==> config.mk <==
export PLATFORM = sky130hd
export DESIGN_NAME = ugrq_ctrl
export DESIGN_NICKNAME = d
export VERILOG_FILES = /design/src/rtl/ugrq_pkg.sv /design/src/rtl/ugrq_ctrl.sv
export SDC_FILE = /design/constraint.sdc
export NUM_CORES = 1
export LEC_CHECK = 0
export CAP_MARGIN = 20
export CORE_MARGIN = 1
export CORE_UTILIZATION = 35
export CTS_CLUSTER_DIAMETER = 150
export CTS_CLUSTER_SIZE = 14
export DETAILED_ROUTE_END_ITERATION = 12
export DONT_BUFFER_PORTS = 1
export GPL_ROUTABILITY_DRIVEN = 0
export GPL_TIMING_DRIVEN = 0
export SLEW_MARGIN = 10
export SYNTH_ARGS = -nofsm -noshare
export SYNTH_HDL_FRONTEND = slang
export SYNTH_SLANG_ARGS = --single-unit
==> constraint.sdc <==
create_clock -name clk -period 1.65 [get_ports clk]
set_clock_uncertainty 0.1 [all_clocks]
set_input_delay 0.495 -clock clk [delete_from_list [all_inputs] [get_ports clk]]
set_output_delay 0.495 -clock clk [all_outputs]
set_load 0.05 [all_outputs]
==> src/rtl/ugrq_pkg.sv <==
// ---------------------------------------------------------------------------
// ugrq_pkg
// Shared types and codes of the uniform-grid radius query block.
// ---------------------------------------------------------------------------
package ugrq_pkg;

  // field widths of the stream items
  localparam int unsigned ActionW = 2;
  localparam int unsigned IndexW  = 12;
  localparam int unsigned CoordW  = 16;
  localparam int unsigned RadiusW = 16;
  localparam int unsigned KindW   = 2;
  localparam int unsigned TotalW  = 16;
  localparam int unsigned ShiftW  = 4;
  localparam int unsigned HitsW   = 7;
  localparam int unsigned HitCap  = 64;

  // action codes
  localparam logic [ActionW-1:0] ACT_CLEAR  = 2'd0;
  localparam logic [ActionW-1:0] ACT_INSERT = 2'd1;
  localparam logic [ActionW-1:0] ACT_QUERY  = 2'd2;

  // reply kinds
  localparam logic [KindW-1:0] KIND_CLEAR  = 2'd0;
  localparam logic [KindW-1:0] KIND_INSERT = 2'd1;
  localparam logic [KindW-1:0] KIND_HIT    = 2'd2;
  localparam logic [KindW-1:0] KIND_EMPTY  = 2'd3;

  // configuration register indexes
  localparam logic REG_CELL_SHIFT = 1'b0;
  localparam logic REG_MAX_HITS   = 1'b1;

  typedef enum logic [3:0] {
    ST_INIT,
    ST_IDLE,
    ST_CLR,
    ST_CLR_DONE,
    ST_INS_RD,
    ST_INS_CHK,
    ST_Q_SETUP,
    ST_Q_CELL,
    ST_Q_FILL,
    ST_Q_SLOT,
    ST_Q_MEMW,
    ST_Q_POSW,
    ST_Q_MUL,
    ST_Q_CMP,
    ST_Q_HIT,
    ST_Q_DONE
  } state_t;

  // controller to datapath
  typedef struct packed {
    logic latch;
    logic sweep_start;
    logic sweep_wr;
    logic clr_total;
    logic ins_commit;
    logic q_setup;
    logic q_fill_ld;
    logic q_next_cell;
    logic q_slot_inc;
    logic q_abs;
    logic q_mul;
    logic q_hit;
    logic emit_clear;
    logic emit_insert;
    logic emit_pend;
    logic emit_final;
  } cmd_t;

  // datapath to controller
  typedef struct packed {
    logic sweep_end;
    logic limit_hit;
    logic slot_more;
    logic last_cell;
    logic member_bad;
    logic is_hit;
    logic pend_valid;
    logic out_free;
  } sts_t;

endpackage

==> src/rtl/ugrq_ctrl.sv <==
// ---------------------------------------------------------------------------
// ugrq_ctrl
// Sequencer for clear sweep, insert and cell-by-cell query walk.
// ---------------------------------------------------------------------------
module ugrq_ctrl (
  input  logic                    clk,
  input  logic                    rst,
  input  logic                    s_tvalid,
  output logic                    s_tready,
  input  logic [ugrq_pkg::ActionW-1:0] action,
  input  ugrq_pkg::sts_t          sts,
  output ugrq_pkg::cmd_t          cmd
);
  import ugrq_pkg::*;

  state_t state;
  state_t state_next;
  logic   take;

  assign s_tready = (state == ST_IDLE);
  assign take     = s_tvalid && s_tready;

  // state register
  always_ff @(posedge clk) begin
    if (rst) begin
      state <= ST_INIT;
    end else begin
      state <= state_next;
    end
  end

  // next state
  always_comb begin
    state_next = state;
    case (state)
      ST_INIT: begin
        if (sts.sweep_end) state_next = ST_IDLE;
      end
      ST_IDLE: begin
        if (take) begin
          case (action)
            ACT_CLEAR:  state_next = ST_CLR;
            ACT_INSERT: state_next = ST_INS_RD;
            ACT_QUERY:  state_next = ST_Q_SETUP;
            default:    state_next = ST_IDLE;
          endcase
        end
      end
      ST_CLR: begin
        if (sts.sweep_end) state_next = ST_CLR_DONE;
      end
      ST_CLR_DONE: begin
        if (sts.out_free) state_next = ST_IDLE;
      end
      ST_INS_RD:  state_next = ST_INS_CHK;
      ST_INS_CHK: begin
        if (sts.out_free) state_next = ST_IDLE;
      end
      ST_Q_SETUP: state_next = ST_Q_CELL;
      ST_Q_CELL: begin
        if (sts.limit_hit) state_next = ST_Q_DONE;
        else state_next = ST_Q_FILL;
      end
      ST_Q_FILL: state_next = ST_Q_SLOT;
      ST_Q_SLOT: begin
        if (sts.limit_hit) state_next = ST_Q_DONE;
        else if (sts.slot_more) state_next = ST_Q_MEMW;
        else if (sts.last_cell) state_next = ST_Q_DONE;
        else state_next = ST_Q_CELL;
      end
      ST_Q_MEMW: begin
        if (sts.member_bad) state_next = ST_Q_SLOT;
        else state_next = ST_Q_POSW;
      end
      ST_Q_POSW: state_next = ST_Q_MUL;
      ST_Q_MUL:  state_next = ST_Q_CMP;
      ST_Q_CMP: begin
        if (sts.is_hit) state_next = ST_Q_HIT;
        else state_next = ST_Q_SLOT;
      end
      ST_Q_HIT: begin
        if (!sts.pend_valid || sts.out_free) state_next = ST_Q_SLOT;
      end
      ST_Q_DONE: begin
        if (sts.out_free) state_next = ST_IDLE;
      end
      default: state_next = ST_IDLE;
    endcase
  end

  // command outputs
  always_comb begin
    cmd = '0;
    case (state)
      ST_INIT: begin
        cmd.sweep_wr = 1'b1;
      end
      ST_IDLE: begin
        cmd.latch       = take;
        cmd.sweep_start = take && (action == ACT_CLEAR);
      end
      ST_CLR: begin
        cmd.sweep_wr  = 1'b1;
        cmd.clr_total = sts.sweep_end;
      end
      ST_CLR_DONE: begin
        cmd.emit_clear = sts.out_free;
      end
      ST_INS_CHK: begin
        cmd.ins_commit  = sts.out_free;
        cmd.emit_insert = sts.out_free;
      end
      ST_Q_SETUP: begin
        cmd.q_setup = 1'b1;
      end
      ST_Q_FILL: begin
        cmd.q_fill_ld = 1'b1;
      end
      ST_Q_SLOT: begin
        cmd.q_next_cell = !sts.limit_hit && !sts.slot_more && !sts.last_cell;
      end
      ST_Q_MEMW: begin
        cmd.q_slot_inc = sts.member_bad;
      end
      ST_Q_POSW: begin
        cmd.q_abs = 1'b1;
      end
      ST_Q_MUL: begin
        cmd.q_mul = 1'b1;
      end
      ST_Q_CMP: begin
        cmd.q_slot_inc = !sts.is_hit;
      end
      ST_Q_HIT: begin
        if (!sts.pend_valid || sts.out_free) begin
          cmd.q_hit      = 1'b1;
          cmd.q_slot_inc = 1'b1;
          cmd.emit_pend  = sts.pend_valid;
        end
      end
      ST_Q_DONE: begin
        cmd.emit_final = sts.out_free;
      end
      default: cmd = '0;
    endcase
  end

endmodule

Yosys cells after proc, flatten, opt, wreduce, memory -nomap -nowiden
Index checks and enable logic that the tools add are counted.
Widths: inputs -> output; s select.
{"block": "totals", "register_bits": 4, "input_bits": 13}
{"block": "classes", "n_eq_ne": 22, "mux": 29, "reduce_logical": 15}
{"operator": "$pmux 4 s14", "count": 1}
{"operator": "$eq 4x4->1 const B", "count": 8}
{"operator": "$mux 4", "count": 8}
{"operator": "$eq 4x3->1 const B", "count": 4}
{"operator": "$mux 1", "count": 14}
{"operator": "$pmux 3 s3", "count": 1}
{"operator": "$eq 4x2->1 const B", "count": 2}
{"operator": "$mux 3", "count": 2}
{"operator": "$ne 2x2->1 const B", "count": 3}
{"operator": "$logic_not 1->1", "count": 5}
{"operator": "$reduce_and 5->1", "count": 1}
{"operator": "$eq 4x1->1 const B", "count": 1}
{"operator": "$logic_and 1x1->1", "count": 4}
{"operator": "$logic_not 4->1", "count": 1}
{"operator": "$mux 2", "count": 2}
{"operator": "$ne 2x1->1 const B", "count": 2}
{"operator": "$pmux 1 s3", "count": 1}
{"operator": "$reduce_or 3->1", "count": 1}
{"operator": "$eq 2x1->1 const B", "count": 1}
{"operator": "$eq 2x2->1 const B", "count": 1}
{"operator": "$logic_not 2->1", "count": 1}
{"operator": "$reduce_or 2->1", "count": 1}
{"operator": "$logic_or 1x1->1", "count": 1}

Depth between registers and ports, before layout
{"block": "logic_depth", "word_depth": 4, "ltp_mapped": 6, "ltp_nobuf": 6}

Worst setup path after synthesis
OpenSTA, ideal clock, no wires.
{"block": "synth_timing", "path_type": "register to output", "start": "register state[2]", "end": "output port cmd[11] (netlist name)", "arrival_time_ps": 2719, "required_time_ps": 1055, "setup_slack_ps": -1664, "stages_incl_launch_ff": 4, "path_cell_list": "dfxtp_1 inv_1 nor4b_1 buf_4"}
{"item": "start, declared", "line_no": "ugrq_ctrl.sv:16", "text": "state_t state;"}
{"item": "start signal, assigned", "line_no": "ugrq_ctrl.sv:28", "text": "state <= state_next;"}
{"item": "end, declared", "line_no": "ugrq_ctrl.sv:12", "text": "output ugrq_pkg::cmd_t cmd"}

==> results.sh <==
export IMPL_synth_cells=93
export IMPL_end_kind="output port"
export IMPL_cts_buffers=3
export IMPL_grt_overflow=0
export IMPL_cts_tree="done"
export IMPL_worstSetupPathType="reg2out"
export IMPL_htreeDepth=1
export IMPL_std_cell_rows=15
export IMPL_diodes=0
export IMPL_mostFrequentLayoutCells="buf_6 (15), buf_4 (12), nand2_1 (7)"
export IMPL_track_usage_pct=22.8
export IMPL_core_area_sq_um=1750
export IMPL_crit_required_ns=1.05
export IMPL_crit_buf_inv=1
export IMPL_grt_max_degree=11
export IMPL_reg_largest_list="state x4"
export IMPL_cts_hold_buf=0
export IMPL_worstSetupStartpointType="flop"
export IMPL_first_pass_iters=4
export IMPL_power_leakage_nw=0.496
export IMPL_slowest_stage="nor3_4"
export IMPL_drv_cap=0
export IMPL_cp_depth=4
export IMPL_synth_area_per_cell_sq_um=7.16
export IMPL_yosys_warnings=0
export IMPL_place_worst_setup_slack_ns=-0.584
export IMPL_ys_seq_area_share_pct=12.0
export IMPL_hold_class="in2reg"
export IMPL_nets=142
export IMPL_wl_um=3050
export IMPL_whs_ns=0.220
export IMPL_port_buffers=0
export IMPL_areaGrowthSynthToFinish_pct=102
export IMPL_failed_checks="setup timing"
export IMPL_drv_slew=0
export IMPL_r2r_slack_ns=-0.25
export IMPL_worstSkewPairLatency_ns=0.23
export IMPL_setup_viol=21
export IMPL_post_route_period_util_pct=142
export IMPL_syn_num_nets=109
export IMPL_die_w_um=45.6
export IMPL_clockBufferDepth=2
export IMPL_grt_pass1_vias=755
export IMPL_io_pins=30
export IMPL_status="finished with violations"
export IMPL_yosys_register_bits=4
export IMPL_regMostFlops="state"
export IMPL_cts_sinks=4
export IMPL_clkTransAtPathRegs_ns=0.04
export IMPL_syn_area_sq_um=666
export IMPL_tightest_slew_ns=0.786
export IMPL_max_slew_margin_pct=47.4
export IMPL_grt_pass1_wl_um=3420
export IMPL_antenna_found_initial=0
export IMPL_power_density_nw_per_um2=447
export IMPL_period_minus_slack_ns=2.34
export IMPL_max_freq_ghz=0.427
export IMPL_synth_cell_type_count=41
export IMPL_clk_root_buffer_cell="clkbuf_4"
export IMPL_drt_initial_drc_count=50
export IMPL_dieArea_sq_um=2080
export IMPL_vias=957
export IMPL_reg2reg_depth=8
export IMPL_dp_hpwl_um=1410
export IMPL_crit_family="simple AND/OR/NAND/NOR gates"
export IMPL_drc=0
export IMPL_largest_reg_flops=4
export IMPL_peakVddDrop_mv=0.395
export IMPL_worst_slack_ns=-0.692
export IMPL_die_h_um=45.6
export IMPL_start_util_pct=38.1
export IMPL_holdPathStages=1
export IMPL_slowest_delay_ns=0.46
export IMPL_routedWlPerCell_um=20.4
export IMPL_rsz0062_at_grt="yes"
export IMPL_drive_above_1_share_pct=64.5
export IMPL_viasPerCell=6.42
export IMPL_crit_chain="nand2b_4 -> buf_12 -> nor3_4 -> and3_4"
export IMPL_layout_commonest_cell="buf_6"
export IMPL_fillCellCount=116
export IMPL_cp_max_fo=5
export IMPL_hold_viol_final=0
export IMPL_cp_arrival_ns=1.75
export IMPL_drtAntennaViolNets=0
path summary, 6_finish.rpt:
kind	start	endpoint
hold / removal	rst	state[3]$_SDFFE_PP0P_
setup reg to reg	state[1]$_SDFFE_PP0P_	state[2]$_SDFFE_PP0P_
setup / recovery	state[1]$_SDFFE_PP0P_	cmd[14]
hold reg to reg	state[2]$_SDFFE_PP0P_	state[2]$_SDFFE_PP0P_
Yosys cell counts, drive strengths merged:
master   instances  area, sq um
a2111oi          1         8.76
a21oi            5         28.8
a221oi           1         15.0
a311oi           1         8.76
a31oi            2         12.5
and2             2         12.5
and2b            1         7.51
and3             2         12.5
and4             3         26.3
and4b            1         10.0
and4bb           1         12.5
buf              6         47.5
clkbuf           1         3.75
dfxtp            4         80.1
ha               3         37.5
inv              5         18.8
mux2i            1         10.0
nand2            9         33.8
nand2b           4         25.0
nand3            1         5.00
nand4            3         18.8
nor2            10         37.5
nor2b            2         12.5
nor3             6         30.0
nor3b            1         7.51
nor4b            1         8.76
nor4bb           1         10.0
o211a            1         10.0
o21ai            4         20.0
o21bai           1         7.51
o221ai           1         8.76
o22ai            2         12.5
o311ai           1         16.3
o32ai            1         16.3
o41ai            1         8.76
or2b             1         7.51
or4              1         7.51
xnor2            1         8.76
layout make-up:
type	instances	area, sq um	share of cell area, %
flip-flops and latches	4	90.1	6.69
clock buffers	3	22.5	1.67
multi-input cells	77	779	57.9
repair buffers	28	304	22.6
inverters	5	23.8	1.77
plain buffers	7	95.1	7.06
well taps	25	31.3	2.32
cells by family after synthesis:
| logic type | Yosys count | synth area share [%] |
|---|---|---|
| flops | 4 | 12.0 |
| simple gates | 50 | 42.9 |
| buf+inv | 12 | 10.5 |
| mux | 1 | 1.50 |
| xor+xnor | 1 | 1.32 |
| fa+ha+maj | 3 | 5.64 |
| compound gates | 22 | 26.1 |
routing by layer:
layer	part of all wire [%]	wire length, um	global-route usage, %
met1	39	1180	31.4
met2	51	1550	33.7
met3	9.0	273	4.76
met4	1.2	37	10.3
met5	0	0	0
where the power goes:
group          switching, W  internal [W]  leakage [nW]
clock network     0.0000380     0.0000812        0.0138
registers         0.0000196      0.000106        0.0349
logic              0.000210      0.000147         0.447
total              0.000268      0.000335         0.496
repair_timing:
item,in CTS,in global routing
endpoints found under the hold margin,0,0
cloned,0,1
gates resized for setup,24,35
setup buffers,12,16
setup endpoints to repair,17,21
pin swaps,14,18
stage by stage:
stage	std cells	utilization [%]	total power [W]	setup TNS, ns	instance area (sq um)
finish	149	77.1	0.000602	-8.15	1350
global placement	118	48.2	0.000347	-5.23	842
detailed placement	118	48.2	0.000344	-5.13	842
CTS	133	59.1	0.000518	-7.84	1030
global route	149	77.1	0.000632	-9.17	1350
floorplan	93	-	0.000314	-3.07	811
Power figures use the tool's default switching activity.
